$ cat src/sv/bvg_pkg.sv
`timescale 1ns / 1ps
// ----------------------------------------------------------------------------
// Battery voltage gauge package
// Shared types, register codes, reset values and the control store program.
// ----------------------------------------------------------------------------
package bvg_pkg;

   localparam int MV_W   = 13;
   localparam int PCT_W  = 7;
   localparam int CNT_W  = 8;
   localparam int REM_W  = 20;
   localparam int QB_W   = 3;
   localparam int STEP_W = 2;
   localparam int IDX_W  = 3;

   localparam logic [IDX_W-1:0] REG_MIN_MV       = 3'd0;
   localparam logic [IDX_W-1:0] REG_MAX_MV       = 3'd1;
   localparam logic [IDX_W-1:0] REG_LOW_PERCENT  = 3'd2;
   localparam logic [IDX_W-1:0] REG_LOW_LIMIT    = 3'd3;
   localparam logic [IDX_W-1:0] REG_FULL_PERCENT = 3'd4;
   localparam logic [IDX_W-1:0] REG_NOTIFY_MV    = 3'd5;

   localparam logic [MV_W-1:0]  RST_MIN_MV       = 13'd3600;
   localparam logic [MV_W-1:0]  RST_MAX_MV       = 13'd4300;
   localparam logic [PCT_W-1:0] RST_LOW_PERCENT  = 7'd50;
   localparam logic [CNT_W-1:0] RST_LOW_LIMIT    = 8'd2;
   localparam logic [PCT_W-1:0] RST_FULL_PERCENT = 7'd95;
   localparam logic [MV_W-1:0]  RST_NOTIFY_MV    = 13'd4000;

   localparam logic [PCT_W-1:0] PCT_FULL_SCALE = 7'd100;
   localparam logic [6:0]       MV_SCALE       = 7'd125;
   localparam logic [MV_W-1:0]  MV_OFFSET      = 13'd507;
   localparam logic [2:0]       MV_ROUND_MIN   = 3'd2;
   localparam logic [QB_W-1:0]  DIV_LAST_BIT   = 3'd6;

   localparam logic [1:0] ST_DISCHARGING  = 2'd0;
   localparam logic [1:0] ST_CHARGING     = 2'd1;
   localparam logic [1:0] ST_NOT_CHARGING = 2'd2;
   localparam logic [1:0] ST_FULL         = 2'd3;

   localparam logic [1:0] OP_MV     = 2'd0;
   localparam logic [1:0] OP_CLASS  = 2'd1;
   localparam logic [1:0] OP_DIV    = 2'd2;
   localparam logic [1:0] OP_UPDATE = 2'd3;

   localparam logic [1:0] COND_NEXT = 2'd0;
   localparam logic [1:0] COND_SKIP = 2'd1;
   localparam logic [1:0] COND_LOOP = 2'd2;

   localparam logic [STEP_W-1:0] STEP_MV     = 2'd0;
   localparam logic [STEP_W-1:0] STEP_CLASS  = 2'd1;
   localparam logic [STEP_W-1:0] STEP_DIV    = 2'd2;
   localparam logic [STEP_W-1:0] STEP_UPDATE = 2'd3;

   typedef struct packed {
      logic [7:0] adc_code;
      logic       online;
      logic       mode;
      logic       key_press;
   } req_type;

   typedef struct packed {
      logic [MV_W-1:0]  vcell_mv;
      logic [PCT_W-1:0] soc_percent;
      logic [1:0]       status;
      logic             charge_enable;
      logic             changed;
      logic             poweroff_request;
   } rsp_type;

   typedef struct packed {
      logic [MV_W-1:0]  min_mv;
      logic [MV_W-1:0]  max_mv;
      logic [PCT_W-1:0] low_percent;
      logic [CNT_W-1:0] low_count_limit;
      logic [PCT_W-1:0] full_percent;
      logic [MV_W-1:0]  notify_mv;
   } cfg_type;

   typedef struct packed {
      logic [1:0]        op;
      logic [1:0]        cond;
      logic [STEP_W-1:0] target;
      logic              last;
   } ctrl_type;

   typedef struct packed {
      logic div_skip;
      logic div_more;
   } flags_type;

   function automatic ctrl_type rom_word(input logic [STEP_W-1:0] step);
      ctrl_type w;
      w = '0;
      case (step)
         STEP_MV: begin
            w.op = OP_MV; w.cond = COND_NEXT; w.target = STEP_CLASS; w.last = 1'b0;
         end
         STEP_CLASS: begin
            w.op = OP_CLASS; w.cond = COND_SKIP; w.target = STEP_UPDATE; w.last = 1'b0;
         end
         STEP_DIV: begin
            w.op = OP_DIV; w.cond = COND_LOOP; w.target = STEP_DIV; w.last = 1'b0;
         end
         STEP_UPDATE: begin
            w.op = OP_UPDATE; w.cond = COND_NEXT; w.target = STEP_MV; w.last = 1'b1;
         end
         default: begin
            w.op = OP_UPDATE; w.cond = COND_NEXT; w.target = STEP_MV; w.last = 1'b1;
         end
      endcase
      return w;
   endfunction

endpackage

$ cat src/sv/bvg_seq.sv
`timescale 1ns / 1ps
// ----------------------------------------------------------------------------
// Battery voltage gauge sequencer
// Step counter over the control store, with conditional jumps on datapath flags.
// ----------------------------------------------------------------------------
module bvg_seq (
   input  logic                clock,
   input  logic                reset,
   input  logic                start,
   input  logic                hold,
   input  bvg_pkg::flags_type  flags,
   output bvg_pkg::ctrl_type   ctrl,
   output logic                run,
   output logic                busy
);

   logic                       busy_ff, busy_in;
   logic [bvg_pkg::STEP_W-1:0] step_ff, step_in;
   logic                       jump;

   always_comb begin
      ctrl = bvg_pkg::rom_word(step_ff);
      run  = busy_ff && !(ctrl.last && hold);
      case (ctrl.cond)
         bvg_pkg::COND_SKIP: jump = flags.div_skip;
         bvg_pkg::COND_LOOP: jump = flags.div_more;
         default:            jump = 1'b0;
      endcase
      busy_in = busy_ff;
      step_in = step_ff;
      if (start) begin
         busy_in = 1'b1;
         step_in = bvg_pkg::STEP_MV;
      end else if (run) begin
         if (ctrl.last) begin
            busy_in = 1'b0;
            step_in = bvg_pkg::STEP_MV;
         end else if (jump) begin
            step_in = ctrl.target;
         end else begin
            step_in = step_ff + 2'd1;
         end
      end
   end

   always_ff @(posedge clock) begin
      if (reset) begin
         busy_ff <= 1'b0;
         step_ff <= bvg_pkg::STEP_MV;
      end else begin
         busy_ff <= busy_in;
         step_ff <= step_in;
      end
   end

   assign busy = busy_ff;

endmodule

$ cat src/sv/bvg_dp.sv
`timescale 1ns / 1ps
// ----------------------------------------------------------------------------
// Battery voltage gauge datapath
// Voltage conversion, range check, shift-subtract divider and gauge state.
// ----------------------------------------------------------------------------
module bvg_dp (
   input  logic                clock,
   input  logic                reset,
   input  logic                start,
   input  bvg_pkg::req_type    req,
   input  bvg_pkg::cfg_type    cfg,
   input  bvg_pkg::ctrl_type   ctrl,
   input  logic                run,
   output bvg_pkg::flags_type  flags,
   output bvg_pkg::rsp_type    result
);

   bvg_pkg::req_type                req_ff;
   logic [bvg_pkg::MV_W-1:0]        mv_ff, mv_in;
   logic [bvg_pkg::REM_W-1:0]       rem_ff, rem_in;
   logic [bvg_pkg::REM_W-1:0]       dsh_ff, dsh_in;
   logic [bvg_pkg::PCT_W-1:0]       q_ff, q_in;
   logic [bvg_pkg::QB_W-1:0]        cnt_ff, cnt_in;
   logic                            below_ff, below_in;
   logic                            above_ff, above_in;
   logic [bvg_pkg::CNT_W-1:0]       low_count_ff, low_count_in;
   logic                            chg_en_ff, chg_en_in;
   logic [bvg_pkg::PCT_W-1:0]       last_soc_ff, last_soc_in;
   logic                            last_online_ff, last_online_in;

   logic [14:0]                     scaled;
   logic [bvg_pkg::MV_W-1:0]        mv_calc;
   logic                            is_below, is_above, degenerate;
   logic [bvg_pkg::MV_W-1:0]        span, offs;
   logic [bvg_pkg::REM_W-1:0]       prod;
   logic                            fits;
   logic [bvg_pkg::CNT_W-1:0]       lc_inc, lc_new;
   logic                            en_new, soc_low;
   logic [1:0]                      status;
   logic                            changed, poff;

   always_comb begin
      scaled  = 15'(req_ff.adc_code) * 15'(bvg_pkg::MV_SCALE);
      mv_calc = 13'(scaled[14:3]) + bvg_pkg::MV_OFFSET
              + 13'(scaled[2:0] >= bvg_pkg::MV_ROUND_MIN);

      is_below   = mv_ff < cfg.min_mv;
      is_above   = mv_ff > cfg.max_mv;
      degenerate = !(cfg.max_mv > cfg.min_mv);
      span       = cfg.max_mv - cfg.min_mv;
      offs       = mv_ff - cfg.min_mv;
      prod       = 20'(offs) * 20'(bvg_pkg::PCT_FULL_SCALE);
      fits       = rem_ff >= dsh_ff;

      flags.div_skip = is_below || is_above || degenerate;
      flags.div_more = cnt_ff != '0;

      lc_inc  = (low_count_ff == '1) ? low_count_ff : low_count_ff + 8'd1;
      soc_low = q_ff < cfg.low_percent;
      if (below_ff) begin
         lc_new = lc_inc;
      end else if (above_ff) begin
         lc_new = '0;
      end else if (soc_low) begin
         lc_new = lc_inc;
      end else if (low_count_ff != '0) begin
         lc_new = low_count_ff - 8'd1;
      end else begin
         lc_new = low_count_ff;
      end
      en_new = (above_ff && !below_ff) ? 1'b0 : chg_en_ff;

      if (q_ff > cfg.full_percent) begin
         status = bvg_pkg::ST_FULL;
      end else if (req_ff.online) begin
         status = en_new ? bvg_pkg::ST_CHARGING : bvg_pkg::ST_NOT_CHARGING;
      end else begin
         status = bvg_pkg::ST_DISCHARGING;
      end

      if (req_ff.mode) begin
         changed = 1'b1;
         poff    = (mv_ff < cfg.notify_mv) || req_ff.key_press;
      end else begin
         changed = (q_ff != last_soc_ff) || (en_new != chg_en_ff)
                 || (req_ff.online != last_online_ff);
         poff    = soc_low && (lc_new > cfg.low_count_limit);
      end

      result.vcell_mv         = mv_ff;
      result.soc_percent      = q_ff;
      result.status           = status;
      result.charge_enable    = en_new;
      result.changed          = changed;
      result.poweroff_request = poff;

      mv_in          = mv_ff;
      rem_in         = rem_ff;
      dsh_in         = dsh_ff;
      q_in           = q_ff;
      cnt_in         = cnt_ff;
      below_in       = below_ff;
      above_in       = above_ff;
      low_count_in   = low_count_ff;
      chg_en_in      = chg_en_ff;
      last_soc_in    = last_soc_ff;
      last_online_in = last_online_ff;

      if (run) begin
         case (ctrl.op)
            bvg_pkg::OP_MV: begin
               mv_in = mv_calc;
            end
            bvg_pkg::OP_CLASS: begin
               below_in = is_below;
               above_in = is_above;
               rem_in   = prod;
               dsh_in   = {1'b0, span, 6'b0};
               cnt_in   = bvg_pkg::DIV_LAST_BIT;
               q_in     = is_below ? '0 : bvg_pkg::PCT_FULL_SCALE;
               if (!flags.div_skip) begin
                  q_in = '0;
               end
            end
            bvg_pkg::OP_DIV: begin
               if (fits) begin
                  rem_in = rem_ff - dsh_ff;
               end
               q_in   = {q_ff[bvg_pkg::PCT_W-2:0], fits};
               dsh_in = dsh_ff >> 1;
               cnt_in = cnt_ff - 3'd1;
            end
            bvg_pkg::OP_UPDATE: begin
               low_count_in   = lc_new;
               chg_en_in      = en_new;
               last_soc_in    = q_ff;
               last_online_in = req_ff.online;
            end
            default: begin
               mv_in = mv_ff;
            end
         endcase
      end
   end

   always_ff @(posedge clock) begin
      if (start) begin
         req_ff <= req;
      end
      mv_ff    <= mv_in;
      rem_ff   <= rem_in;
      dsh_ff   <= dsh_in;
      q_ff     <= q_in;
      cnt_ff   <= cnt_in;
      below_ff <= below_in;
      above_ff <= above_in;
   end

   always_ff @(posedge clock) begin
      if (reset) begin
         low_count_ff   <= '0;
         chg_en_ff      <= 1'b1;
         last_soc_ff    <= '0;
         last_online_ff <= 1'b0;
      end else begin
         low_count_ff   <= low_count_in;
         chg_en_ff      <= chg_en_in;
         last_soc_ff    <= last_soc_in;
         last_online_ff <= last_online_in;
      end
   end

endmodule

$ cat src/sv/battery_voltage_gauge.sv
`timescale 1ns / 1ps
// ----------------------------------------------------------------------------
// Battery voltage gauge
// Converts a battery converter code to millivolts and keeps charge state.
// ----------------------------------------------------------------------------
// A request on the req_ channel carries one converter code with the supply,
// mode and key flags; each request yields exactly one response on rsp_.
// The block handles one request at a time: req_stall is high from the
// accepting edge until the response has been written to the output register.
// A request whose voltage lies within the range, ends included, with the
// maximum above the minimum runs the divider; any other skips it. The divider
// retires one quotient bit per cycle. A new request is taken in the cycle
// after the result is registered. The output register holds one response;
// while rsp_stall is high the response holds and a following request waits
// at its final step. Registers are written over the csr_ port, which is
// always ready; the user must write them only while the block is idle, as the
// block itself does not enforce it. Synchronous reset loads the register
// defaults, clears the low-battery counter and history, enables charging and
// empties the output.
// ----------------------------------------------------------------------------
module battery_voltage_gauge (
   input  logic                          clock,
   input  logic                          reset,
   input  logic                          req_valid,
   output logic                          req_stall,
   input  bvg_pkg::req_type              req_data,
   output logic                          rsp_valid,
   input  logic                          rsp_stall,
   output bvg_pkg::rsp_type              rsp_data,
   input  logic                          csr_valid,
   output logic                          csr_ready,
   input  logic [bvg_pkg::IDX_W-1:0]     csr_index,
   input  logic [bvg_pkg::MV_W-1:0]      csr_wdata
);

   bvg_pkg::cfg_type   cfg_ff, cfg_in;
   logic               rsp_valid_ff, rsp_valid_in;
   bvg_pkg::rsp_type   rsp_data_ff, rsp_data_in;
   bvg_pkg::ctrl_type  ctrl;
   bvg_pkg::flags_type flags;
   bvg_pkg::rsp_type   result;
   logic               run, busy, start, hold, done;

   assign csr_ready = 1'b1;
   assign req_stall = busy;
   assign start     = req_valid && !busy;
   assign hold      = rsp_valid_ff && rsp_stall;
   assign done      = run && ctrl.last;

   always_comb begin
      cfg_in = cfg_ff;
      if (csr_valid) begin
         case (csr_index)
            bvg_pkg::REG_MIN_MV:       cfg_in.min_mv          = csr_wdata;
            bvg_pkg::REG_MAX_MV:       cfg_in.max_mv          = csr_wdata;
            bvg_pkg::REG_LOW_PERCENT:  cfg_in.low_percent     = csr_wdata[6:0];
            bvg_pkg::REG_LOW_LIMIT:    cfg_in.low_count_limit = csr_wdata[7:0];
            bvg_pkg::REG_FULL_PERCENT: cfg_in.full_percent    = csr_wdata[6:0];
            bvg_pkg::REG_NOTIFY_MV:    cfg_in.notify_mv       = csr_wdata;
            default:                   cfg_in = cfg_ff;
         endcase
      end

      rsp_valid_in = rsp_valid_ff;
      rsp_data_in  = rsp_data_ff;
      if (done) begin
         rsp_valid_in = 1'b1;
         rsp_data_in  = result;
      end else if (rsp_valid_ff && !rsp_stall) begin
         rsp_valid_in = 1'b0;
      end
   end

   always_ff @(posedge clock) begin
      if (reset) begin
         cfg_ff.min_mv          <= bvg_pkg::RST_MIN_MV;
         cfg_ff.max_mv          <= bvg_pkg::RST_MAX_MV;
         cfg_ff.low_percent     <= bvg_pkg::RST_LOW_PERCENT;
         cfg_ff.low_count_limit <= bvg_pkg::RST_LOW_LIMIT;
         cfg_ff.full_percent    <= bvg_pkg::RST_FULL_PERCENT;
         cfg_ff.notify_mv       <= bvg_pkg::RST_NOTIFY_MV;
         rsp_valid_ff           <= 1'b0;
      end else begin
         cfg_ff       <= cfg_in;
         rsp_valid_ff <= rsp_valid_in;
      end
   end

   always_ff @(posedge clock) begin
      rsp_data_ff <= rsp_data_in;
   end

   assign rsp_valid = rsp_valid_ff;
   assign rsp_data  = rsp_data_ff;

   bvg_seq u_seq (
      .clock (clock),
      .reset (reset),
      .start (start),
      .hold  (hold),
      .flags (flags),
      .ctrl  (ctrl),
      .run   (run),
      .busy  (busy)
   );

   bvg_dp u_dp (
      .clock  (clock),
      .reset  (reset),
      .start  (start),
      .req    (req_data),
      .cfg    (cfg_ff),
      .ctrl   (ctrl),
      .run    (run),
      .flags  (flags),
      .result (result)
   );

endmodule

$ cat config.mk
export PLATFORM = sky130hd
export DESIGN_NAME = battery_voltage_gauge
export DESIGN_NICKNAME = d
export VERILOG_FILES = /design/src/sv/bvg_pkg.sv /design/src/sv/bvg_seq.sv /design/src/sv/bvg_dp.sv /design/src/sv/battery_voltage_gauge.sv
export SDC_FILE = /design/constraint.sdc
export NUM_CORES = 1
export LEC_CHECK = 0
export ABC_AREA = 0
export BUFFER_PORTS_ARGS = -buffer_cell sky130_fd_sc_hd__buf_4
export CORE_ASPECT_RATIO = 0.6
export CORE_MARGIN = 2
export CORE_UTILIZATION = 35
export DETAILED_ROUTE_END_ITERATION = 8
export PLACE_DENSITY = 0.61
export SLEW_MARGIN = 20
export SYNTH_ARGS = -nofsm -noshare
export SYNTH_HDL_FRONTEND = slang
export SYNTH_HIERARCHICAL = 1
export SYNTH_SLANG_ARGS = --single-unit
$ cat constraint.sdc
create_clock -name clock -period 15.04 [get_ports clock]
set_clock_uncertainty 0.1 [all_clocks]
set_input_delay 1.504 -clock clock [delete_from_list [all_inputs] [get_ports clock]]
set_output_delay 1.504 -clock clock [all_outputs]
set_load 0.02 [all_outputs]
==> impl_metrics.py <==
metrics = {
    "outcome": {
        "status": "completed",
    },
    "sta": {
        "rsz0062_at_grt": "false",
        "slew_viol_final": 0,
        "worst_pin_slew_ps": 1020,
        "maxSlewHeadroom_pct": 32.02,
        "finalHoldViolCount": 0,
        "finalSetupTns_ps": 0,
        "max_freq_ghz": 0.1747,
        "setup_viol": 0,
        "timing.final.crit_share_pct": 38.05,
        "min_period_ps": 5723,
    },
    "global_route": {
        "grt_max_degree": 111,
        "antenna_found_initial": 0,
        "grt_pass1_vias": 9963,
        "grt.overflow.total": 0,
        "grtUsageTotal_pct": 17.45,
        "grt_pass1_wl_um": 55690,
    },
    "detailed_routing": {
        "routed_wl_um": 35350,
        "vias": 10540,
        "dr.pass1.iters": 5,
        "wire_per_inst_um": 17.40,
        "ant_nets": 0,
        "drtIter0Drc": 812,
        "drc": 0,
        "vias_per_cell": 5.185,
    },
    "worst_setup_path": {
        "startpoint": "u_dp/mv_ff[0]$_DFFE_PP_",
        "regToRegSetupSlack_ps": 9320,
        "crit_type": "reg -> reg",
        "critPathCaptureType": "flop",
        "critPathMaxFanout": 6,
        "r2r-start": "u_dp/mv_ff[0]$_DFFE_PP_",
        "cp_data_arrival_time_ps": 5830,
        "cp.required_ps": 15150,
        "startpoint_type": "flop",
    },
    "logic_synthesis": {
        "syn_avg_cell_area_um2": 9.493,
        "yosysWarnings": 6,
        "syn-cell-area_mm2": 0.01392,
        "syn_inst": 1466,
        "synth_fp_nets": 1720,
    },
    "final_layout": {
        "final_common_cell": "ha_1",
        "num-nets-final": 1751,
        "drive_above_1_share_pct": 8.411,
        "layout_common_cells": "ha_1, inv_1, edfxtp_1",
        "antenna_cells": 0,
        "fillers": 3905,
        "area_delta_synth_final_pct": 11.07,
    },
    "cts": {
        "cts_tree": "built",
        "cts_buffer_depth": 2,
        "hold_buffers": 0,
        "numCtsBuffers": 17,
        "clock-sinks": 182,
        "clkTransAtPathRegs_ps": 80,
        "root_buffer": "clkbuf_16",
        "cts_resized": 0,
        "ctsHtreeMaxLevel": 4,
        "cts_setup_buffers": 0,
        "clk_latency_ps": 460,
    },
    "placement": {
        "place.gp.congestion": 0.8652,
        "hpwl_um": 27520,
        "port_buffers": 58,
    },
    "floorplanning": {
        "fp-row-count": 56,
        "core_area_mm2": 0.03910,
        "io_pins": 60,
        "die_area_mm2": 0.04143,
        "fp.dieH_um": 158.5,
        "start_util_pct": 35.60,
        "die_w_um": 261.4,
    },
    "min_path": {
        "hold_path.class": "reg -> reg",
        "holdCritStartpoint": "cfg_ff[26]$_SDFFE_PP0P_",
    },
    "run": {
        "maxCapViolations": 0,
    },
}
-- per-stage QoR --
step / area, um^2 / utilization (%) / instances / setup slack (ps) / hold WS [ps]
final: 15460 / 39.54 / 2032 / 9317 / 375.7
after global placement: 14840 / 37.95 / 2000 / 9670 / 350.6
after detailed placement: 14840 / 37.95 / 2000 / 9381 / 362.9
after floorplan: 13920 / - / 1466 / 10010 / 340.6
after global routing: 15460 / 39.54 / 2032 / 8846 / 386.5
after CTS: 15460 / 39.54 / 2032 / 9366 / 372.7
-- final timing paths --
check | to | cells past startpoint
max | u_dp/rem_ff[17]$_DFFE_PP_ | 22
min | cfg_ff[26]$_SDFFE_PP0P_ | 2
max reg2reg | u_dp/rem_ff[17]$_DFFE_PP_ | 22
min reg2reg | cfg_ff[26]$_SDFFE_PP0P_ | 2
-- critical path, cell delays in order, from the launching register on --
cell and delay, ps:
edfxtp_1 420, inv_1 110, ha_1 180, inv_1 60, fa_1 420, a21o_1 180
a21oi_1 240, o21ai_0 190, a21oi_1 260, o21ai_0 150, xor2_1 290, ha_1 300
ha_1 280, inv_1 60, fa_1 530, inv_1 40, ha_1 370, a21oi_1 170
nand2_1 70, o21ai_0 350, nor4b_1 100, a221o_1 290, or3_1 310
-- registers in the layout (all words and copies together), names as in the netlist, 2 cells and up --
signal / count
cfg_ff: 61
rsp_data: 25
u_dp/rem_ff: 20
u_dp/dsh_ff: 19
u_dp/mv_ff: 13
u_dp/req_ff: 11
u_dp/low_count_ff: 8
u_dp/last_soc_ff: 7
u_dp/q_ff: 7
u_dp/cnt_ff: 3
u_seq/step_ff: 2
-- area by class of cell --
class,count,area (um^2),area share [%]
multi-input cells,1048,8364,54.11
flip-flops and latches,182,4644,30.05
inverters,183,686.9,4.444
well taps,522,653.1,4.225
clock buffers,20,500.5,3.238
repair buffers,65,488.0,3.157
clock inverters,12,120.1,0.7771
-- layer usage --
| metal | GRT usage, % | wire length (um) | up-vias |
|---|---|---|---|
| met5 | 0 | 0 | - |
| met4 | 4.140 | 483 | 0 |
| met3 | 3.247 | 2187 | 28 |
| met2 | 24.15 | 13930 | 266 |
| met1 | 27.32 | 18750 | 5068 |
| li1 | - | - | 5174 |
Power is not shown: default switching activity piles up to over one toggle a cycle in this logic, so the estimate is an artifact.
